**config.mk**
```make
export PLATFORM = sky130hd
export DESIGN_NAME = one_wire_bus_master_core
export DESIGN_NICKNAME = d
export VERILOG_FILES = /design/src/rtl/core/owm_pkg.sv /design/src/rtl/core/owm_fsm.sv /design/src/rtl/core/one_wire_bus_master_core.sv
export SDC_FILE = /design/constraint.sdc
export NUM_CORES = 1
export LEC_CHECK = 0
export ABC_AREA = 0
export BUFFER_PORTS_ARGS = -buffer_cell sky130_fd_sc_hd__buf_2
export CORE_MARGIN = 3
export CORE_UTILIZATION = 60
export DETAILED_ROUTE_END_ITERATION = 7
export PLACE_DENSITY_LB_ADDON = 0.25
export SETUP_SLACK_MARGIN = 0.4
export SKIP_CTS_REPAIR_TIMING = 1
export SLEW_MARGIN = 10
export SYNTH_ARGS = -nofsm -noshare
export SYNTH_HDL_FRONTEND = slang
export SYNTH_SLANG_ARGS = --single-unit
export TNS_END_PERCENT = 1
```
**constraint.sdc**
```tcl
create_clock -name i_clk -period 5.25 [get_ports i_clk]
set_input_delay 1.3125 -clock i_clk [delete_from_list [all_inputs] [get_ports i_clk]]
set_output_delay 1.3125 -clock i_clk [all_outputs]
set_load 0.05 [all_outputs]
```
**src/rtl/core/owm_pkg.sv**
```systemverilog
// shared types, phase codes and helpers for the one-wire bus master
`timescale 1ns / 1ps

package owm_pkg;

    localparam int BITS_PER_BYTE = 8;
    localparam int TIME_W        = 10;
    localparam int PHASE_W       = 4;
    localparam int BIT_IDX_W     = $clog2(BITS_PER_BYTE);
    localparam int CFG_IDX_W     = 3;

    // item kinds
    localparam logic [1:0] KIND_TICK  = 2'd0;
    localparam logic [1:0] KIND_RESET = 2'd1;
    localparam logic [1:0] KIND_WRITE = 2'd2;
    localparam logic [1:0] KIND_READ  = 2'd3;

    // register indexes
    localparam logic [CFG_IDX_W-1:0] REG_RST_LOW   = 3'd0;
    localparam logic [CFG_IDX_W-1:0] REG_PRES_WAIT = 3'd1;
    localparam logic [CFG_IDX_W-1:0] REG_RST_REC   = 3'd2;
    localparam logic [CFG_IDX_W-1:0] REG_W1_LOW    = 3'd3;
    localparam logic [CFG_IDX_W-1:0] REG_W1_REL    = 3'd4;
    localparam logic [CFG_IDX_W-1:0] REG_W0_LOW    = 3'd5;
    localparam logic [CFG_IDX_W-1:0] REG_RD_LOW    = 3'd6;
    localparam logic [CFG_IDX_W-1:0] REG_RD_REL    = 3'd7;

    // bus phases
    localparam logic [PHASE_W-1:0] PH_IDLE     = 4'd0;
    localparam logic [PHASE_W-1:0] PH_RST_LOW  = 4'd1;
    localparam logic [PHASE_W-1:0] PH_RST_WAIT = 4'd2;
    localparam logic [PHASE_W-1:0] PH_RST_REC  = 4'd3;
    localparam logic [PHASE_W-1:0] PH_W_LOW    = 4'd4;
    localparam logic [PHASE_W-1:0] PH_W_REL    = 4'd5;
    localparam logic [PHASE_W-1:0] PH_R_LOW    = 4'd6;
    localparam logic [PHASE_W-1:0] PH_R_SAMPLE = 4'd7;
    localparam logic [PHASE_W-1:0] PH_R_REL    = 4'd8;

    typedef struct packed {
        logic [TIME_W-1:0] rst_low;
        logic [TIME_W-1:0] pres_wait;
        logic [TIME_W-1:0] rst_rec;
        logic [TIME_W-1:0] w1_low;
        logic [TIME_W-1:0] w1_rel;
        logic [TIME_W-1:0] w0_low;
        logic [TIME_W-1:0] rd_low;
        logic [TIME_W-1:0] rd_rel;
    } t_cfg;

    typedef struct packed {
        logic [BITS_PER_BYTE-1:0] read_data;
        logic                     presence;
        logic                     done_res;
        logic                     busy_res;
        logic                     drive_low;
    } t_res;

    // a zero in a register whose range starts at one counts as one
    function automatic logic [TIME_W-1:0] min_one(input logic [TIME_W-1:0] v);
        min_one = (v == '0) ? TIME_W'(1) : v;
    endfunction

    function automatic logic phase_drive(input logic [PHASE_W-1:0] ph);
        phase_drive = (ph == PH_RST_LOW) || (ph == PH_W_LOW) || (ph == PH_R_LOW);
    endfunction

endpackage

```
**src/rtl/core/owm_fsm.sv**
```systemverilog
// bus phase sequencer: slot timer, bit counter and shift register
`timescale 1ns / 1ps

module owm_fsm
    import owm_pkg::*;
(
    input  logic                     i_clk,
    input  logic                     i_rst_n,
    input  logic                     i_accept,
    input  logic [1:0]               i_kind,
    input  logic [BITS_PER_BYTE-1:0] i_data,
    input  logic                     i_line_in,
    input  t_cfg                     i_cfg,
    output t_res                     o_res
);

    logic [PHASE_W-1:0]       r_phase,    n_phase;
    logic [TIME_W-1:0]        r_tick_cnt, n_tick_cnt;
    logic [BIT_IDX_W-1:0]     r_bit_idx,  n_bit_idx;
    logic [BITS_PER_BYTE-1:0] r_shift,    n_shift;
    logic                     r_presence, n_presence;
    logic                     r_is_read,  n_is_read;
    logic [BITS_PER_BYTE-1:0] r_read_byte, n_read_byte;

    logic [PHASE_W-1:0] cur_phase;
    logic [TIME_W-1:0]  phase_len;
    logic [TIME_W-1:0]  tick_inc;
    logic               go_next_bit;
    logic               done_now;
    logic               drive;

    always_comb begin
        cur_phase = (r_phase > PH_R_REL) ? PH_IDLE : r_phase;
        unique case (cur_phase)
            PH_RST_LOW:  phase_len = min_one(i_cfg.rst_low);
            PH_RST_WAIT: phase_len = min_one(i_cfg.pres_wait);
            PH_RST_REC:  phase_len = i_cfg.rst_rec;
            PH_W_LOW:    phase_len = r_shift[0] ? min_one(i_cfg.w1_low)
                                                : min_one(i_cfg.w0_low);
            PH_W_REL:    phase_len = i_cfg.w1_rel;
            PH_R_LOW:    phase_len = min_one(i_cfg.rd_low);
            PH_R_REL:    phase_len = i_cfg.rd_rel;
            default:     phase_len = TIME_W'(1);
        endcase
        tick_inc = r_tick_cnt + TIME_W'(1);
    end

    always_comb begin
        n_phase     = cur_phase;
        n_tick_cnt  = r_tick_cnt;
        n_bit_idx   = r_bit_idx;
        n_shift     = r_shift;
        n_presence  = r_presence;
        n_is_read   = r_is_read;
        n_read_byte = r_read_byte;
        go_next_bit = 1'b0;
        done_now    = 1'b0;
        drive       = 1'b0;

        if (i_kind == KIND_TICK) begin
            drive = phase_drive(cur_phase);
            if (cur_phase != PH_IDLE) begin
                n_tick_cnt = tick_inc;
                if (tick_inc >= phase_len) begin
                    n_tick_cnt = '0;
                    unique case (cur_phase)
                        PH_RST_LOW: begin
                            n_phase = PH_RST_WAIT;
                        end
                        PH_RST_WAIT: begin
                            n_presence = ~i_line_in;
                            if (i_cfg.rst_rec != '0) begin
                                n_phase = PH_RST_REC;
                            end else begin
                                n_phase  = PH_IDLE;
                                done_now = 1'b1;
                            end
                        end
                        PH_RST_REC: begin
                            n_phase  = PH_IDLE;
                            done_now = 1'b1;
                        end
                        PH_W_LOW: begin
                            if (r_shift[0] && (i_cfg.w1_rel != '0)) begin
                                n_phase = PH_W_REL;
                            end else begin
                                go_next_bit = 1'b1;
                            end
                        end
                        PH_R_LOW: begin
                            n_phase = PH_R_SAMPLE;
                        end
                        PH_R_SAMPLE: begin
                            n_shift = {i_line_in, r_shift[BITS_PER_BYTE-1:1]};
                            if (i_cfg.rd_rel != '0) begin
                                n_phase = PH_R_REL;
                            end else begin
                                go_next_bit = 1'b1;
                            end
                        end
                        PH_W_REL, PH_R_REL: begin
                            go_next_bit = 1'b1;
                        end
                        default: begin
                            n_phase = PH_IDLE;
                        end
                    endcase

                    // advance to the next bit slot or close the byte
                    if (go_next_bit) begin
                        if (r_bit_idx == BIT_IDX_W'(BITS_PER_BYTE - 1)) begin
                            if (r_is_read) begin
                                n_read_byte = n_shift;
                            end
                            n_phase  = PH_IDLE;
                            done_now = 1'b1;
                        end else begin
                            n_bit_idx = r_bit_idx + BIT_IDX_W'(1);
                            if (r_is_read) begin
                                n_phase = PH_R_LOW;
                            end else begin
                                n_shift = {1'b0, r_shift[BITS_PER_BYTE-1:1]};
                                n_phase = PH_W_LOW;
                            end
                        end
                    end
                end
            end
        end else begin
            // commands while busy are dropped
            if (cur_phase == PH_IDLE) begin
                n_tick_cnt = '0;
                n_bit_idx  = '0;
                unique case (i_kind)
                    KIND_RESET: begin
                        n_presence = 1'b0;
                        n_phase    = PH_RST_LOW;
                    end
                    KIND_WRITE: begin
                        n_is_read = 1'b0;
                        n_shift   = i_data;
                        n_phase   = PH_W_LOW;
                    end
                    default: begin
                        n_is_read = 1'b1;
                        n_shift   = '0;
                        n_phase   = PH_R_LOW;
                    end
                endcase
            end
            drive = phase_drive(n_phase);
        end
    end

    always_ff @(posedge i_clk) begin
        if (!i_rst_n) begin
            r_phase     <= PH_IDLE;
            r_tick_cnt  <= '0;
            r_bit_idx   <= '0;
            r_shift     <= '0;
            r_presence  <= 1'b0;
            r_is_read   <= 1'b0;
            r_read_byte <= '0;
        end else if (i_accept) begin
            r_phase     <= n_phase;
            r_tick_cnt  <= n_tick_cnt;
            r_bit_idx   <= n_bit_idx;
            r_shift     <= n_shift;
            r_presence  <= n_presence;
            r_is_read   <= n_is_read;
            r_read_byte <= n_read_byte;
        end
    end

    always_comb begin
        o_res.drive_low = drive;
        o_res.busy_res  = (n_phase != PH_IDLE);
        o_res.done_res  = done_now;
        o_res.presence  = n_presence;
        o_res.read_data = n_read_byte;
    end

    a_phase_legal: assert property (@(posedge i_clk) disable iff (!i_rst_n)
        r_phase <= PH_R_REL)
        else $error("phase register out of range");

    a_done_from_busy: assert property (@(posedge i_clk) disable iff (!i_rst_n)
        (i_accept && o_res.done_res) |-> (r_phase != PH_IDLE) && !o_res.busy_res)
        else $error("done without a running operation");

    a_cmd_ignored_busy: assert property (@(posedge i_clk) disable iff (!i_rst_n)
        (i_accept && (i_kind != KIND_TICK) && (r_phase != PH_IDLE))
            |=> (r_phase == $past(r_phase)) && (r_tick_cnt == $past(r_tick_cnt)))
        else $error("command altered a running operation");

    a_hold_no_beat: assert property (@(posedge i_clk) disable iff (!i_rst_n)
        !i_accept |=> $stable(r_phase) && $stable(r_tick_cnt) && $stable(r_shift))
        else $error("state moved without an input beat");

endmodule

```
**src/rtl/core/one_wire_bus_master_core.sv**
```systemverilog
// top level of the one-wire bus master: config registers, sequencer and output register
`timescale 1ns / 1ps

//  channel   direction  handshake                     payload
//  s_axis    in         i_s_axis_tvalid/o_s_axis_tready  tdata {line_in, data}, tuser kind
//  m_axis    out        o_m_axis_tvalid/i_m_axis_tready  tdata {read_data, presence,
//                                                        done_res, busy_res, drive_low}
//  cfg       in         i_cfg_we (no wait)            i_cfg_idx, i_cfg_data
//
//  one input beat per cycle while not stalled; result registered at accept, offered next cycle
//  the sequencer update is a single pass: timer increment and compare, phase select
//  reset (i_rst_n low, synchronous) loads default timings and idles the bus
//  the input side stays ready while the output register is empty or being drained
//  a stalled output holds its beat and blocks only new input beats

module one_wire_bus_master_core
    import owm_pkg::*;
(
    input  logic                 i_clk,
    input  logic                 i_rst_n,
    // config write port
    input  logic                 i_cfg_we,
    input  logic [CFG_IDX_W-1:0] i_cfg_idx,
    input  logic [TIME_W-1:0]    i_cfg_data,
    // input beats
    input  logic                 i_s_axis_tvalid,
    output logic                 o_s_axis_tready,
    input  logic [15:0]          i_s_axis_tdata,  // data[7:0], line_in[8], zero [15:9]
    input  logic [1:0]           i_s_axis_tuser,  // kind[1:0]
    // result beats
    output logic                 o_m_axis_tvalid,
    input  logic                 i_m_axis_tready,
    output logic [15:0]          o_m_axis_tdata   // drive_low[0], busy_res[1], done_res[2],
                                                  // presence[3], read_data[11:4], zero [15:12]
);

    t_cfg r_cfg;
    t_res step_res;
    t_res r_res;
    logic r_out_valid;
    logic in_accept;

    // output register may be refilled in the same cycle it drains
    assign o_s_axis_tready = !r_out_valid || i_m_axis_tready;
    assign in_accept       = i_s_axis_tvalid && o_s_axis_tready;

    // timing registers, with reset defaults counted in ticks
    always_ff @(posedge i_clk) begin
        if (!i_rst_n) begin
            r_cfg.rst_low   <= TIME_W'(480);
            r_cfg.pres_wait <= TIME_W'(80);
            r_cfg.rst_rec   <= TIME_W'(400);
            r_cfg.w1_low    <= TIME_W'(1);
            r_cfg.w1_rel    <= TIME_W'(50);
            r_cfg.w0_low    <= TIME_W'(50);
            r_cfg.rd_low    <= TIME_W'(2);
            r_cfg.rd_rel    <= TIME_W'(60);
        end else if (i_cfg_we) begin
            unique case (i_cfg_idx)
                REG_RST_LOW:   r_cfg.rst_low   <= i_cfg_data;
                REG_PRES_WAIT: r_cfg.pres_wait <= i_cfg_data;
                REG_RST_REC:   r_cfg.rst_rec   <= i_cfg_data;
                REG_W1_LOW:    r_cfg.w1_low    <= i_cfg_data;
                REG_W1_REL:    r_cfg.w1_rel    <= i_cfg_data;
                REG_W0_LOW:    r_cfg.w0_low    <= i_cfg_data;
                REG_RD_LOW:    r_cfg.rd_low    <= i_cfg_data;
                default:       r_cfg.rd_rel    <= i_cfg_data;
            endcase
        end
    end

    owm_fsm u_fsm (
        .i_clk     (i_clk),
        .i_rst_n   (i_rst_n),
        .i_accept  (in_accept),
        .i_kind    (i_s_axis_tuser),
        .i_data    (i_s_axis_tdata[BITS_PER_BYTE-1:0]),
        .i_line_in (i_s_axis_tdata[BITS_PER_BYTE]),
        .i_cfg     (r_cfg),
        .o_res     (step_res)
    );

    // output beat register
    always_ff @(posedge i_clk) begin
        if (!i_rst_n) begin
            r_out_valid <= 1'b0;
        end else if (in_accept) begin
            r_out_valid <= 1'b1;
        end else if (i_m_axis_tready) begin
            r_out_valid <= 1'b0;
        end
    end

    always_ff @(posedge i_clk) begin
        if (in_accept) begin
            r_res <= step_res;
        end
    end

    assign o_m_axis_tvalid = r_out_valid;
    assign o_m_axis_tdata  = {4'b0000, r_res};

endmodule

```
After elaboration in Yosys (flattened, before gate mapping). Index checks and enable logic that the tools add are counted. W data, S select, Z words.

Bits in registers: 128. Input bits: 36. Output and inout port bits: 18. Logic and storage cells: 158.

Add/subtract/negate cells: 2. Magnitude comparators: 2. Equal/unequal tests: 25. Mux-type cells: 66. Bitwise gates (word level): 4. Reduce and logical (&&, ||, !) cells: 38.

Operators by type and width (number): $mux W8 (14); $mux W10 (10); $pmux W10 S7 (1); $logic_not A10 Y1 (5); $mux W4 (10); $reduce_bool A10 Y1 (3); $eq A4 B3 Y1 const B (6); $pmux W4 S6 (1); $mux W3 (6); $mux W1 (17); $pmux W8 S2 (1); $reduce_and A2 Y1 (8); $eq A3 B3 Y1 const B (4); $add A10 B1 Y10 const B (1); $ge A10 B10 Y1 (1); $eq A4 B1 Y1 const B (2); $eq A4 B2 Y1 const B (2); $ne A2 B2 Y1 const B (4); $reduce_bool A4 Y1 (2); $reduce_or A7 Y1 (1); $eq A3 B2 Y1 const B (2); $pmux W3 S2 (1); $reduce_and A3 Y1 (2); $reduce_and A6 Y1 (1); 21 further kinds (32).

Longest topological paths before layout.
Depth after elaboration: 13. Depth in mapped cells: 17. Mapped depth without buffers: 14.

Modules after synthesis. From an unflattened synthesis, not the netlist that was laid out.

Cells, all modules: 730. Area total of the unflattened synthesis: 6875.3 µm².

By module, submodules not included: one_wire_bus_master_core (times used 1, cells each 315, area an instance 3565.9 µm², sequential area each 1981.9 µm²); owm_fsm (times used 1, cells each 415, area an instance 3309.4 µm², sequential area each 700.7 µm²).

Worst setup path before layout. No wires, ideal clock.

Path kind: register to register. Start point: reg u_fsm.r_phase[1]. End point: reg r_res (netlist bit o_m_axis_tdata[10]), data pin. Library setup time: 0.260 ns. Arrival time: 3.190 ns. Data required time: 4.990 ns. Path slack: 1.800 ns. Cell stages (with the launch flop): 13. Path buffers: 2. Period minus slack after synthesis: 3.450 ns. Path through: dfxtp_1 -> clkbuf_1 -> clkbuf_1 -> nor2_1 -> a211oi_1 -> nand4_1 -> ha_1 -> or3b_1 -> o2111ai_1 -> a31oi_2 -> o211ai_1 -> nor2_2 -> mux2_2.

RTL lines: start: declaration (RTL line owm_fsm.sv:17) `logic [PHASE_W-1:0] r_phase, n_phase;`; start signal: assignment (RTL line owm_fsm.sv:165) `r_phase <= n_phase;`; end signal: assignment (RTL line one_wire_bus_master_core.sv:96) `r_res <= step_res;`; end: declaration (RTL line one_wire_bus_master_core.sv:39) `t_res r_res;`.

==> qor.yml <==
status: "complete, no violations"
p_per_area_nw_per_um2: 347.4
cts_made_buffers: 17
portBuffers: 42
tns_ns: 0
drv_cap: 0
cts_root_buf: "clkbuf_8"
max_stage_delay_ns: 0.74
hold_viol: 0
syn2layout_area_growth_pct: 11.39
path_buf_inv: 1
yosysSeqAreaShare_pct: 40.37
insertion_delay_ns: 0.55
layout_commonest_cell: "nand2_1"
fin_crit_sh_pct: 79.63
critPathMaxFanout: 13
min_path_type: "register to register"
clk_pin_slew_ns: 0.06
gp_congestion: 0.9582
fin_skew_ns: 0.007442
grt_usage_pct: 30.53
yosys_warnings: 0
grt-ovfl-total: 0
drive_gt1_share_pct: 13.12
die_h_um: 111.2
fmax_mhz: 239.2
slew_headroom_pct: 16.71
grt_max_degree: 58
synth.distinct_cells: 80
grt_pass1_wl_um: 30190
layout_min_cycle_time_ns: 4.180
drt_iter0_drc: 741
crit_family: "compound AO/OA/AOI/OAI gates"
vdd_ir_drop_max_uv: 341.8
async_reset_ff_share_pct: 0
antenna_found_initial: 0
critPathMostFrequentCell: "nand4_1"
hpwlAfterDp_um: 12690
setup_viol: 0
start_util_pct: 62.96
worstPathArrival_ns: 4.44
crit_path_top_delay_cell: "dfxtp_1"
syn_inst: 837
r2r_setup_slack_ns: 1.07
synth_top_flop_cell: "dfxtp_1"
h-tree-depth: 4
drt-vias-per-instance: 6.241
path_cells: "inv_1 > a311oi_1 > nor4_1 > a211oi_1 > nand4_1 > ha_1 > or3b_1 > o2111ai_1 > a31oi_2 > o211ai_1 > o311ai_0 > o21ai_0 > nand4_1"
synth_seq_cells: 128
wl_um: 18730
cts_buffer_depth: 2
dr_total_vias: 6272
r2r_cells: 13
grt_pass1_vias: 6015
crit_required_ns: 5.51
final_max_slew_viol_count: 0
tightest_slew_ns: 1.240
rsz0062_at_grt: "false"
final_cell_mix: "nand2_1 (221), dfxtp_1 (116), a21oi_1 (85)"
io_pins: 54
fp.dieW_um: 111.2
first_pass_iters: 6
syn_area_um2: 6645
wl_per_cell_um: 18.64
p_leak_nw: 2.814
endpoint_kind: "register"
crit_cells: 13
std_cell_rows: 37
cp-start-kind: "register"
tritoncts: "yes"
numClockSinks: 128
whs_path_depth: 2
layout.nets: 911
dieArea_um2: 12370
syn_avg_cell_area_um2: 7.939
power.total_mw: 2.571
n_antenna_cell: 0
core_area_um2: 10560
antenna_left: 0
synth_edf_count: 12
critPathKind: "register to register"
drc_errors: 0
## synth_stat cells, types with 4 or more instances
| cell type | n | area share (%) |
|---|---|---|
| o21ai_0 | 41 | 3.1 |
| ha_1 | 19 | 3.6 |
| nand3_1 | 45 | 3.4 |
| mux2_2 | 16 | 2.7 |
| xor2_1 | 5 | 0.66 |
| nor3_1 | 8 | 0.60 |
| and3_1 | 4 | 0.38 |
| a222oi_1 | 4 | 0.60 |
| nor2_1 | 43 | 2.4 |
| inv_1 | 17 | 0.96 |
| nor4_1 | 14 | 1.3 |
| o21a_1 | 4 | 0.45 |
| dfxtp_1 | 116 | 35 |
| clkbuf_2 | 9 | 0.68 |
| buf_1 | 4 | 0.23 |
| nand2_1 | 221 | 12 |
| a31oi_1 | 6 | 0.56 |
| clkbuf_1 | 30 | 1.7 |
| a21oi_1 | 85 | 6.4 |
| buf_4 | 7 | 0.79 |
| nor2b_1 | 7 | 0.66 |
| nand2b_1 | 9 | 0.85 |
| o221ai_1 | 6 | 0.79 |
| o211ai_1 | 7 | 0.79 |
| mux2i_1 | 15 | 2.3 |
| edfxtp_1 | 12 | 5.4 |
## logic make-up after synthesis
kind of cell	Yosys count	synth area share (%)
other	1	0.05643
AND/OR/NAND/NOR	379	25.78
AO/OA/AOI/OAI	198	19.17
XOR/XNOR	9	1.299
flip-flops	128	40.37
adder cells (fa/ha/maj)	19	3.578
multiplexers	31	4.971
buffers and inverters	72	4.782
## sequential cells by signal, summed over array words and instances, names as in the netlist
signal	flops
u_fsm.r_read_byte	8
u_fsm.r_tick_cnt	10
u_fsm.r_presence	1
u_fsm.r_shift	8
u_fsm.r_is_read	1
u_fsm.r_phase	4
r_cfg	80
u_fsm.r_bit_idx	3
o_m_axis_tdata	12
o_m_axis_tvalid	1
## worst register-to-register path: cells and delay by family, from the launching register on
kind            cells  cell delay, ns
compound gates      7            1.83
simple gates        4            0.80
flops               1            0.74
fa+ha+maj           1            0.30
buf+inv             1            0.23
## power by group
group          internal (mW)  switching (mW)
sequential              1.02          0.0314
clock                  0.684           0.435
combinational          0.132           0.270
## path summary, 6_finish.rpt
check              startpoint                end
max          u_fsm.r_shift[0]  o_m_axis_tdata[1]
min reg2reg         r_cfg[10]          r_cfg[10]
max reg2reg  u_fsm.r_shift[0]  o_m_axis_tdata[1]
min                 r_cfg[10]          r_cfg[10]
## cell type report
class,count,area [um2]
clock buffers,21,439.2
clock inverters,11,112.6
fillers,853,3153
inverters,19,71.32
multi-input cells,640,3656
flip-flops and latches,128,2683
well taps,136,170.2
repair buffers,50,270.3
## routing by layer
metal / GRT usage [%] / vias to the layer above / wire length, um / part of all wire (%)
met5: 0 / - / 0 / 0
met4: 12.98 / 0 / 551 / 2.9
met3: 6.823 / 46 / 1435 / 7.7
met2: 50.90 / 302 / 8987 / 48
met1: 37.98 / 2945 / 7759 / 41
li1: - / 2979 / - / -
## stage by stage
step	utilization (%)	hold slack [ns]	setup slack (ns)	instance area [um2]	cells
after CTS	70.13	0.4598	1.143	7402	1005
after floorplan	-	0.4335	1.800	6656	840
after detailed placement	64.90	0.4520	1.107	6850	973
after global placement	64.90	0.4410	1.194	6850	973
after global routing	70.13	0.4802	0.8473	7402	1005
final	70.13	0.4562	1.070	7402	1005
(Power assumes the default switching activity.)
